[config.mk]
export PLATFORM = sky130hd
export DESIGN_NAME = drive_steer_command_framer_unit
export DESIGN_NICKNAME = d
export VERILOG_FILES = /design/src/sv/dscf_pkg.sv /design/src/sv/dscf_front.sv /design/src/sv/dscf_queue.sv /design/src/sv/dscf_back.sv /design/src/sv/drive_steer_command_framer_unit.sv
export SDC_FILE = /design/constraint.sdc
export NUM_CORES = 1
export LEC_CHECK = 0
export ABC_AREA = 1
export BUFFER_PORTS_ARGS = -buffer_cell sky130_fd_sc_hd__buf_2
export CORE_MARGIN = 2
export CORE_UTILIZATION = 46
export CTS_BUF_LIST = sky130_fd_sc_hd__clkbuf_4 sky130_fd_sc_hd__clkbuf_8
export DETAILED_ROUTE_END_ITERATION = 7
export GPL_TIMING_DRIVEN = 1
export PLACE_DENSITY = 0.74
export SETUP_SLACK_MARGIN = 0.3
export SLEW_MARGIN = 30
export SYNTH_ARGS = -nofsm -noshare
export SYNTH_HDL_FRONTEND = slang
export SYNTH_HIERARCHICAL = 1
export SYNTH_SLANG_ARGS = --single-unit
[constraint.sdc]
create_clock -name clk -period 6.5 [get_ports clk]
set_clock_uncertainty 0.05 [all_clocks]
set_input_delay 0.975 -clock clk [delete_from_list [all_inputs] [get_ports clk]]
set_output_delay 0.975 -clock clk [all_outputs]
set_load 0.05 [all_outputs]
[src/sv/dscf_pkg.sv]
// shared types, constants and helper functions of the drive/steer command framer
package dscf_pkg;

  // field widths
  localparam int unsigned BYTE_W  = 8;
  localparam int unsigned CODE_W  = 12;
  localparam int unsigned PROD_W  = 16;
  localparam int unsigned QUO_W   = 9;
  localparam int unsigned SLOPE_W = 9;
  localparam int unsigned IDX_W   = 4;
  localparam int unsigned CFG_IDX_W = 2;

  // configuration register indexes
  localparam logic [CFG_IDX_W-1:0] REG_STOP_DRIVE = 2'd0;
  localparam logic [CFG_IDX_W-1:0] REG_STOP_STEER = 2'd1;
  localparam logic [BYTE_W-1:0]    STOP_VALUE_RST = 8'd127;

  // mapping constants
  localparam logic [BYTE_W-1:0] NEUTRAL_BYTE = 8'd127;
  localparam logic [6:0]        DIV_LO       = 7'd127;
  localparam logic [9:0]        RECIP_LO     = 10'd516;
  localparam int unsigned       RECIP_SHIFT  = 16;
  localparam int unsigned       DIV_HI_SHIFT = 7;
  localparam int unsigned       NUM_LANES    = 2;
  localparam int unsigned       LANE_THR     = 0;
  localparam int unsigned       LANE_STR     = 1;

  // per lane: throttle first, steering second
  localparam logic [CODE_W-1:0]  LANE_BASE     [NUM_LANES] = '{12'h3B3, 12'h381};
  localparam logic [SLOPE_W-1:0] LANE_SLOPE_LO [NUM_LANES] = '{9'd141, 9'd302};
  localparam logic [SLOPE_W-1:0] LANE_SLOPE_HI [NUM_LANES] = '{9'd70, 9'd388};
  localparam logic               LANE_ADD_LO   [NUM_LANES] = '{1'b1, 1'b0};
  localparam logic               LANE_ADD_HI   [NUM_LANES] = '{1'b0, 1'b1};

  // frame bytes
  localparam logic [BYTE_W-1:0] LEAD_BYTE  = 8'h00;
  localparam logic [BYTE_W-1:0] STX_BYTE   = 8'h02;
  localparam logic [BYTE_W-1:0] ETX_BYTE   = 8'h03;
  localparam logic [BYTE_W-1:0] ASCII_ZERO = 8'h30;
  localparam logic [BYTE_W-1:0] ASCII_ONE  = 8'h31;
  localparam logic [BYTE_W-1:0] ASCII_A    = 8'h41;

  // byte positions within the frame
  localparam logic [IDX_W-1:0] POS_LEAD  = 4'd0;
  localparam logic [IDX_W-1:0] POS_STX   = 4'd1;
  localparam logic [IDX_W-1:0] POS_THR2  = 4'd2;
  localparam logic [IDX_W-1:0] POS_THR1  = 4'd3;
  localparam logic [IDX_W-1:0] POS_THR0  = 4'd4;
  localparam logic [IDX_W-1:0] POS_STR2  = 4'd5;
  localparam logic [IDX_W-1:0] POS_STR1  = 4'd6;
  localparam logic [IDX_W-1:0] POS_STR0  = 4'd7;
  localparam logic [IDX_W-1:0] POS_MODE0 = 4'd8;
  localparam logic [IDX_W-1:0] POS_MODE1 = 4'd9;
  localparam logic [IDX_W-1:0] POS_ETX   = 4'd10;

  // request types
  typedef struct packed {
    logic [BYTE_W-1:0] drive_command;
    logic [BYTE_W-1:0] steer_command;
    logic              stop_request;
  } in_item_t;

  typedef struct packed {
    logic [BYTE_W-1:0] frame_byte;
    logic              last_byte;
  } out_item_t;

  // classified command waiting for the serialiser
  typedef struct packed {
    logic [CODE_W-1:0] throttle_code;
    logic [CODE_W-1:0] steering_code;
    logic              stopped;
  } frame_job_t;

  // uppercase ascii hex digit
  function automatic logic [BYTE_W-1:0] hex_digit(input logic [3:0] nib);
    logic [BYTE_W-1:0] d;
    if (nib < 4'd10) begin
      d = ASCII_ZERO + {4'd0, nib};
    end else begin
      d = ASCII_A + {4'd0, nib} - 8'd10;
    end
    return d;
  endfunction

  // byte of the frame at a given position
  function automatic logic [BYTE_W-1:0] frame_byte_at(input logic [IDX_W-1:0] pos,
                                                      input frame_job_t job);
    logic [BYTE_W-1:0] b;
    case (pos)
      POS_LEAD:  b = LEAD_BYTE;
      POS_STX:   b = STX_BYTE;
      POS_THR2:  b = hex_digit(job.throttle_code[11:8]);
      POS_THR1:  b = hex_digit(job.throttle_code[7:4]);
      POS_THR0:  b = hex_digit(job.throttle_code[3:0]);
      POS_STR2:  b = hex_digit(job.steering_code[11:8]);
      POS_STR1:  b = hex_digit(job.steering_code[7:4]);
      POS_STR0:  b = hex_digit(job.steering_code[3:0]);
      POS_MODE0: b = job.stopped ? ASCII_ONE : ASCII_ZERO;
      POS_MODE1: b = ASCII_ONE;
      POS_ETX:   b = ETX_BYTE;
      default:   b = LEAD_BYTE;
    endcase
    return b;
  endfunction

endpackage

[src/sv/dscf_front.sv]
// front end: takes commands, applies stop values and maps them to throttle and steering codes
module dscf_front (
  input  logic                      clk,
  input  logic                      rst_n,
  input  logic                      in_valid,
  output logic                      in_ready,
  input  dscf_pkg::in_item_t        in_data,
  input  logic [dscf_pkg::BYTE_W-1:0] stop_drive,
  input  logic [dscf_pkg::BYTE_W-1:0] stop_steer,
  output logic                      push_valid,
  input  logic                      push_ready,
  output dscf_pkg::frame_job_t      push_data
);

  localparam int unsigned NL = dscf_pkg::NUM_LANES;

  // pipeline valid bits
  logic v1_r, v2_r, v3_r;
  logic adv;

  // stage 1: product of distance from neutral and slope
  logic [dscf_pkg::PROD_W-1:0] p1_r   [NL];
  logic [dscf_pkg::PROD_W-1:0] p1_nxt [NL];
  logic                        lo1_r  [NL];
  logic                        lo1_nxt[NL];
  logic                        stop1_r;

  // stage 2: quotient estimate
  logic [dscf_pkg::PROD_W-1:0] p2_r    [NL];
  logic [dscf_pkg::QUO_W-1:0]  est2_r  [NL];
  logic [dscf_pkg::QUO_W-1:0]  est2_nxt[NL];
  logic                        lo2_r   [NL];
  logic                        stop2_r;

  // stage 3: corrected quotient applied to the base code
  logic [dscf_pkg::CODE_W-1:0] code3_r  [NL];
  logic [dscf_pkg::CODE_W-1:0] code3_nxt[NL];
  logic                        stop3_r;

  // whole pipe moves unless the last stage is blocked by a full queue
  assign adv        = !v3_r || push_ready;
  assign in_ready   = adv;
  assign push_valid = v3_r;
  assign push_data  = '{throttle_code: code3_r[dscf_pkg::LANE_THR],
                        steering_code: code3_r[dscf_pkg::LANE_STR],
                        stopped:       stop3_r};

  // stage 1 logic: byte selection, distance and slope product
  always_comb begin
    logic [dscf_pkg::BYTE_W-1:0]  v;
    logic [dscf_pkg::BYTE_W-1:0]  delta;
    logic [dscf_pkg::SLOPE_W-1:0] slope;
    for (int l = 0; l < NL; l++) begin
      if (l == dscf_pkg::LANE_THR) begin
        v = in_data.stop_request ? stop_drive : in_data.drive_command;
      end else begin
        v = in_data.stop_request ? stop_steer : in_data.steer_command;
      end
      lo1_nxt[l] = v < dscf_pkg::NEUTRAL_BYTE;
      delta      = lo1_nxt[l] ? (dscf_pkg::NEUTRAL_BYTE - v) : (v - dscf_pkg::NEUTRAL_BYTE);
      slope      = lo1_nxt[l] ? dscf_pkg::LANE_SLOPE_LO[l] : dscf_pkg::LANE_SLOPE_HI[l];
      p1_nxt[l]  = dscf_pkg::PROD_W'({8'd0, delta} * {7'd0, slope});
    end
  end

  // stage 2 logic: reciprocal estimate for /127, shift for /128
  always_comb begin
    logic [dscf_pkg::PROD_W+9:0] prod;
    for (int l = 0; l < NL; l++) begin
      prod = {10'd0, p1_r[l]} * {16'd0, dscf_pkg::RECIP_LO};
      if (lo1_r[l]) begin
        est2_nxt[l] = dscf_pkg::QUO_W'(prod >> dscf_pkg::RECIP_SHIFT);
      end else begin
        est2_nxt[l] = dscf_pkg::QUO_W'(p1_r[l] >> dscf_pkg::DIV_HI_SHIFT);
      end
    end
  end

  // stage 3 logic: one-step correction and offset from the base code
  always_comb begin
    logic [dscf_pkg::PROD_W-1:0] rem;
    logic [dscf_pkg::QUO_W-1:0]  quo;
    logic                        add;
    for (int l = 0; l < NL; l++) begin
      rem = p2_r[l] - dscf_pkg::PROD_W'({7'd0, est2_r[l]} * {9'd0, dscf_pkg::DIV_LO});
      quo = est2_r[l];
      if (lo2_r[l] && (rem >= {9'd0, dscf_pkg::DIV_LO})) begin
        quo = est2_r[l] + 9'd1;
      end
      add = lo2_r[l] ? dscf_pkg::LANE_ADD_LO[l] : dscf_pkg::LANE_ADD_HI[l];
      code3_nxt[l] = add ? (dscf_pkg::LANE_BASE[l] + {3'd0, quo})
                         : (dscf_pkg::LANE_BASE[l] - {3'd0, quo});
    end
  end

  // valid bits
  always_ff @(posedge clk) begin
    if (!rst_n) begin
      v1_r <= 1'b0;
      v2_r <= 1'b0;
      v3_r <= 1'b0;
    end else if (adv) begin
      v1_r <= in_valid;
      v2_r <= v1_r;
      v3_r <= v2_r;
    end
  end

  // datapath registers
  always_ff @(posedge clk) begin
    if (adv) begin
      for (int l = 0; l < NL; l++) begin
        p1_r[l]    <= p1_nxt[l];
        lo1_r[l]   <= lo1_nxt[l];
        p2_r[l]    <= p1_r[l];
        est2_r[l]  <= est2_nxt[l];
        lo2_r[l]   <= lo1_r[l];
        code3_r[l] <= code3_nxt[l];
      end
      stop1_r <= in_data.stop_request;
      stop2_r <= stop1_r;
      stop3_r <= stop2_r;
    end
  end

endmodule

[src/sv/dscf_queue.sv]
// short queue of mapped commands between front end and serialiser
module dscf_queue #(
  parameter int unsigned DEPTH = 2
) (
  input  logic                 clk,
  input  logic                 rst_n,
  input  logic                 push_valid,
  output logic                 push_ready,
  input  dscf_pkg::frame_job_t push_data,
  output logic                 pop_valid,
  input  logic                 pop_ready,
  output dscf_pkg::frame_job_t pop_data
);

  localparam int unsigned PTR_W = $clog2(DEPTH);
  localparam int unsigned CNT_W = $clog2(DEPTH + 1);
  localparam logic [PTR_W-1:0] PTR_LAST = PTR_W'(DEPTH - 1);
  localparam logic [CNT_W-1:0] CNT_FULL = CNT_W'(DEPTH);

  dscf_pkg::frame_job_t slot_r [DEPTH];
  logic [PTR_W-1:0] wr_ptr_r, wr_ptr_nxt;
  logic [PTR_W-1:0] rd_ptr_r, rd_ptr_nxt;
  logic [CNT_W-1:0] count_r, count_nxt;
  logic push, pop;

  assign push_ready = count_r != CNT_FULL;
  assign pop_valid  = count_r != '0;
  assign pop_data   = slot_r[rd_ptr_r];
  assign push       = push_valid && push_ready;
  assign pop        = pop_valid && pop_ready;

  // pointer and count update
  always_comb begin
    wr_ptr_nxt = wr_ptr_r;
    rd_ptr_nxt = rd_ptr_r;
    count_nxt  = count_r;
    if (push) begin
      wr_ptr_nxt = (wr_ptr_r == PTR_LAST) ? '0 : wr_ptr_r + 1'b1;
    end
    if (pop) begin
      rd_ptr_nxt = (rd_ptr_r == PTR_LAST) ? '0 : rd_ptr_r + 1'b1;
    end
    if (push && !pop) begin
      count_nxt = count_r + 1'b1;
    end else if (pop && !push) begin
      count_nxt = count_r - 1'b1;
    end
  end

  always_ff @(posedge clk) begin
    if (!rst_n) begin
      wr_ptr_r <= '0;
      rd_ptr_r <= '0;
      count_r  <= '0;
    end else begin
      wr_ptr_r <= wr_ptr_nxt;
      rd_ptr_r <= rd_ptr_nxt;
      count_r  <= count_nxt;
    end
  end

  // slot storage
  always_ff @(posedge clk) begin
    if (push) begin
      slot_r[wr_ptr_r] <= push_data;
    end
  end

endmodule

[src/sv/dscf_back.sv]
// back end: serialises one mapped command into the eleven frame bytes
module dscf_back (
  input  logic                 clk,
  input  logic                 rst_n,
  input  logic                 job_valid,
  output logic                 job_ready,
  input  dscf_pkg::frame_job_t job_data,
  output logic                 out_valid,
  input  logic                 out_ready,
  output dscf_pkg::out_item_t  out_data
);

  logic                         active_r, active_nxt;
  logic [dscf_pkg::IDX_W-1:0]   idx_r, idx_nxt;
  dscf_pkg::frame_job_t         cur_r, cur_nxt;
  logic                         out_valid_r, out_valid_nxt;
  dscf_pkg::out_item_t          out_data_r, out_data_nxt;
  logic                         slot_free;
  logic                         emit;
  logic [dscf_pkg::IDX_W-1:0]   pos;
  dscf_pkg::frame_job_t         src;

  assign out_valid = out_valid_r;
  assign out_data  = out_data_r;

  // output register can take a byte when empty or being drained
  assign slot_free = !out_valid_r || out_ready;
  assign job_ready = slot_free && !active_r;
  assign emit      = slot_free && (active_r || job_valid);
  assign pos       = active_r ? idx_r : dscf_pkg::POS_LEAD;
  assign src       = active_r ? cur_r : job_data;

  // next byte, position and frame state
  always_comb begin
    active_nxt    = active_r;
    idx_nxt       = idx_r;
    cur_nxt       = cur_r;
    out_data_nxt  = out_data_r;
    out_valid_nxt = out_valid_r && !out_ready;
    if (emit) begin
      out_valid_nxt           = 1'b1;
      out_data_nxt.frame_byte = dscf_pkg::frame_byte_at(pos, src);
      out_data_nxt.last_byte  = pos == dscf_pkg::POS_ETX;
      cur_nxt                 = src;
      if (pos == dscf_pkg::POS_ETX) begin
        active_nxt = 1'b0;
        idx_nxt    = dscf_pkg::POS_LEAD;
      end else begin
        active_nxt = 1'b1;
        idx_nxt    = pos + 1'b1;
      end
    end
  end

  always_ff @(posedge clk) begin
    if (!rst_n) begin
      active_r    <= 1'b0;
      idx_r       <= dscf_pkg::POS_LEAD;
      out_valid_r <= 1'b0;
    end else begin
      active_r    <= active_nxt;
      idx_r       <= idx_nxt;
      out_valid_r <= out_valid_nxt;
    end
    cur_r      <= cur_nxt;
    out_data_r <= out_data_nxt;
  end

  // last marker only ever sits on the etx byte
  a_last_is_etx: assert property (@(posedge clk) disable iff (!rst_n)
    out_valid_r && out_data_r.last_byte |-> out_data_r.frame_byte == dscf_pkg::ETX_BYTE)
    else $error("last marker on a byte other than etx");

  // a new request is only taken between frames
  a_pop_idle: assert property (@(posedge clk) disable iff (!rst_n)
    job_valid && job_ready |-> !active_r && idx_r == dscf_pkg::POS_LEAD)
    else $error("request taken in the middle of a frame");

  // inside a frame the position stays past the lead byte and within the frame
  a_idx_range: assert property (@(posedge clk) disable iff (!rst_n)
    active_r |-> (idx_r != dscf_pkg::POS_LEAD) && (idx_r <= dscf_pkg::POS_ETX))
    else $error("frame position out of range");

  // a frame ends only after its etx byte has been issued
  a_frame_end: assert property (@(posedge clk) disable iff (!rst_n)
    $fell(active_r) && $past(rst_n) |-> $past(idx_r) == dscf_pkg::POS_ETX
      && out_data_r.last_byte)
    else $error("frame ended before etx");

endmodule

[src/sv/drive_steer_command_framer_unit.sv]
// top level of the drive/steer command framer
//
// Each request of drive byte, steering byte and stop flag becomes an 11-byte frame
// (0x00, STX, three hex digits of throttle, three of steering, the mode pair, ETX),
// delivered one byte per cycle while out_ready is high on the out_ channel, with
// last_byte set on ETX. The output port sets the sustained request rate, with frames
// following each other without gaps. A three-stage front end maps the bytes
// (multiply, reciprocal divide, correction); a request passes its stage registers,
// the queue and the serialiser's output register before the first byte of its frame
// leaves; a queue of QUEUE_DEPTH mapped requests lets the front end keep taking
// requests while the serialiser is busy. Configuration writes (register 0 stop drive
// value, register 1 stop steering value, other indexes ignored) are always taken and
// should only be issued while the block is idle.
module drive_steer_command_framer_unit #(
  parameter int unsigned QUEUE_DEPTH = 2
) (
  input  logic                             clk,
  input  logic                             rst_n,
  input  logic                             in_valid,
  output logic                             in_ready,
  input  dscf_pkg::in_item_t               in_data,
  output logic                             out_valid,
  input  logic                             out_ready,
  output dscf_pkg::out_item_t              out_data,
  input  logic                             cfg_valid,
  output logic                             cfg_ready,
  input  logic [dscf_pkg::CFG_IDX_W-1:0]   cfg_index,
  input  logic [dscf_pkg::BYTE_W-1:0]      cfg_data
);

  logic [dscf_pkg::BYTE_W-1:0] stop_drive_r;
  logic [dscf_pkg::BYTE_W-1:0] stop_steer_r;

  logic                 push_valid, push_ready;
  dscf_pkg::frame_job_t push_data;
  logic                 job_valid, job_ready;
  dscf_pkg::frame_job_t job_data;

  // configuration registers
  assign cfg_ready = 1'b1;

  always_ff @(posedge clk) begin
    if (!rst_n) begin
      stop_drive_r <= dscf_pkg::STOP_VALUE_RST;
      stop_steer_r <= dscf_pkg::STOP_VALUE_RST;
    end else if (cfg_valid && cfg_ready) begin
      case (cfg_index)
        dscf_pkg::REG_STOP_DRIVE: stop_drive_r <= cfg_data;
        dscf_pkg::REG_STOP_STEER: stop_steer_r <= cfg_data;
        default: ;
      endcase
    end
  end

  // mapping front end
  dscf_front u_front (
    .clk        (clk),
    .rst_n      (rst_n),
    .in_valid   (in_valid),
    .in_ready   (in_ready),
    .in_data    (in_data),
    .stop_drive (stop_drive_r),
    .stop_steer (stop_steer_r),
    .push_valid (push_valid),
    .push_ready (push_ready),
    .push_data  (push_data)
  );

  // queue of mapped requests
  dscf_queue #(
    .DEPTH (QUEUE_DEPTH)
  ) u_queue (
    .clk        (clk),
    .rst_n      (rst_n),
    .push_valid (push_valid),
    .push_ready (push_ready),
    .push_data  (push_data),
    .pop_valid  (job_valid),
    .pop_ready  (job_ready),
    .pop_data   (job_data)
  );

  // frame serialiser
  dscf_back u_back (
    .clk       (clk),
    .rst_n     (rst_n),
    .job_valid (job_valid),
    .job_ready (job_ready),
    .job_data  (job_data),
    .out_valid (out_valid),
    .out_ready (out_ready),
    .out_data  (out_data)
  );

endmodule

==> results.toml <==
[setup_path]
cp_slowest_cell = "fa_1"
cp.required_ns = 6.73
rr_startpoint = "u_front/est2_r[0][1]"
worstReg2RegEnd = "u_front/code3_r[0][8]"
critPathLaunchType = "primary input"
critical_path_class = "primary input to register"
critPathMaxFanout = 7
worst-r2r-cell-count = 32
end_kind = "register"
slowest_delay_ns = 0.54
rrSetupSlack_ns = 0.60
arrival_ns = 6.17

[clock_network]
cts_buffers = 39
cts_tree = "done"
clock_latency_ns = 0.54
cts_root_buf = "clkbuf_8"
path_clk_slew_ns = 0.06
htreeDepth = 2
clock_path_buffers = 3
cts_hold_buf = 0
clock-sinks = 222

[synthesis]
synthMostInstantiatedCell = "nand2_1"
avgSynthCellArea_um2 = 8.75
ys_top_cells_by_count = "nand2_1, inv_1, ha_1"
synth.distinct_cells = 55
syn_area_um2 = 19600
synth-seq-cells = 222
netlist.area_leader.share = 0.294
syn_inst = 2243
synth_warnings = 6
yosys.area.top_type = "edfxtp_1"
synth_ff_type = "edfxtp_1"
async_flop_share = 0
synth_seq_area_share = 0.324
synth_area_leaders = "edfxtp_1, ha_1, fa_1, nand2_1, inv_1"
synth_edf_count = 192

[floorplanning]
num_io_pins = 44
dieArea_um2 = 44300
chipHeight_um = 211
die_w_um = 211
num_rows = 75
initial_core_util = 0.467
coreArea_um2 = 42000

[routing]
viasPerCell = 4.93
drc_errors = 0
routedWlPerCell_um = 13.3
drtAntennaViolNets = 0
drt_iter0_drc = 787
totalWireLength_um = 39200
firstDrtPassIters = 5
via_count = 14500

[sta]
setup_viol = 0
worst_pin_slew_ns = 0.725
hold_violations = 0
final_max_slew_viol_count = 0
fin_tns_setup_ns = 0
min_period_ns = 5.94
post-route-period-util = 0.914
whs_ns = 0.377
fmax_mhz = 168
relSlewSlack = 0.517
setup_ws_ns = 0.560
grt_setup_unrepaired = "true"

[hold_path]
hold_path_class = "register to register"
holdPathEnd = "u_front/stop3_r"
hold_depth = 0
hold_path_startpoint = "u_front/stop2_r"

[place]
place_area_um2 = 20500
gp_congestion = 0.890
dp_hpwl_um = 31000
portBuffers = 41
pre_cts_slack_ns = -0.289

[global_routing]
grtUsageMet2 = 0.316
grt_pass1_vias = 14500
busiest_layer = "met2"
grt_start_max_net_pins = 78
grt.overflow.total = 0
antenna_found_initial = 2
grt_pass1_wl_um = 65700
grtUsageTotal = 0.178
grtUsageMet3 = 0.0258
met1_usage = 0.221

[status]
status = "finished clean"

[run]
maxCapViolCount = 0

[finish]
final_area_um2 = 21900
drive_gt1_frac = 0.144
nNetsFinal = 2757
area_delta_synth_final_pct = 11.5
[metal layers]
metal,share of wire,vias to the layer above
li1,-,7382
met1,0.44,6757
met2,0.50,305
met3,0.040,90
met4,0.027,2
met5,0.00043,-
[registers in the layout, indices dropped and copies added, names as in the netlist, 2 cells and up, named ones only]
signal,count
stop_drive_r,8
stop_steer_r,8
u_back/cur_r,25
u_back/idx_r,4
u_back/out_data,8
u_front/code3_r,22
u_front/est2_r,18
u_front/lo1_r,2
u_front/lo2_r,2
u_front/p1_r,31
u_front/p2_r,31
u_queue/count_r,2
u_queue/slot_r,50
[timing repair]
action / 4_1_cts / 5_1_grt
buffers inserted: 0 / 45
pin swaps: 0 / 9
setup endpoints to repair: 1 / 19
resized for setup: 1 / 50
[critical path, delay by kind of cell]
kind / cells / cell delay, ns
adder cells (fa/ha/maj): 6 / 2.08
AO/OA/AOI/OAI: 9 / 1.22
AND/OR/NAND/NOR: 8 / 0.94
buffers and inverters: 5 / 0.43
multiplexers: 1 / 0.38
XOR/XNOR: 1 / 0.14
[area by class of cell]
class	instances	area [µm²]
Tap cell	539	674
Clock buffer	55	707
Timing Repair Buffer	113	759
Antenna cell	1	2.50
Sequential cell	222	6370
Fill cell	3727	20200
Clock inverter	16	138
Multi-Input combinational cell	1532	11400
Inverter	472	1800
[metrics by stage]
stage                     utilization  std cells
after floorplan                     -       2257
final                           0.520       2950
after detailed placement        0.488       2833
after global routing            0.520       2950
after CTS                       0.508       2904
after global placement          0.488       2833
[cell families after synthesis]
logic type,count (synthesis),synth area share
AOI/OAI and AO/OA,169,0.0493
xor gates and xnor gates,76,0.0339
adders and majority gates,345,0.267
buffers and inverters,503,0.103
DFF,222,0.324
muxes,28,0.0199
other,4,0.000765
and+or+nand+nor,896,0.202
[worst max path at each step]
stage                     startpoint             endpoint  slack [ns]  cells past startpoint
after floorplan           in_data[0]  u_front/p1_r[0][30]        0.29                     33
after global placement    in_data[0]  u_front/p1_r[0][14]       -0.06                     33
after detailed placement  in_data[0]  u_front/p1_r[0][14]       -0.29                     33
after CTS                 in_data[0]  u_front/p1_r[0][30]        0.32                     30
after global routing      in_data[0]  u_front/p1_r[0][14]        0.16                     31
final                     in_data[0]  u_front/p1_r[0][30]        0.56                     30
[cell usage in the layout (no fill, tap or decap), types with 8 or more instances in the layout]
master,n
edfxtp_1,192
buf_4,70
inv_1,443
a21oi_1,62
dfxtp_1,30
nand4_1,26
fa_1,118
mux2_4,20
xnor2_1,23
clkbuf_8,47
a21oi_2,10
nor2_2,17
inv_2,19
nand2_2,34
clkinv_2,8
clkbuf_4,9
conb_1,18
o21ai_0,50
nand2_1,485
mux2_2,8
o21ai_1,14
nand3_1,148
nor2_1,135
buf_2,40
ha_1,215
xor2_1,53
nand3b_1,10
Power is left out: the tool's default activity adds up to more than one toggle a clock period on the data nets, which glitch-free logic cannot reach.
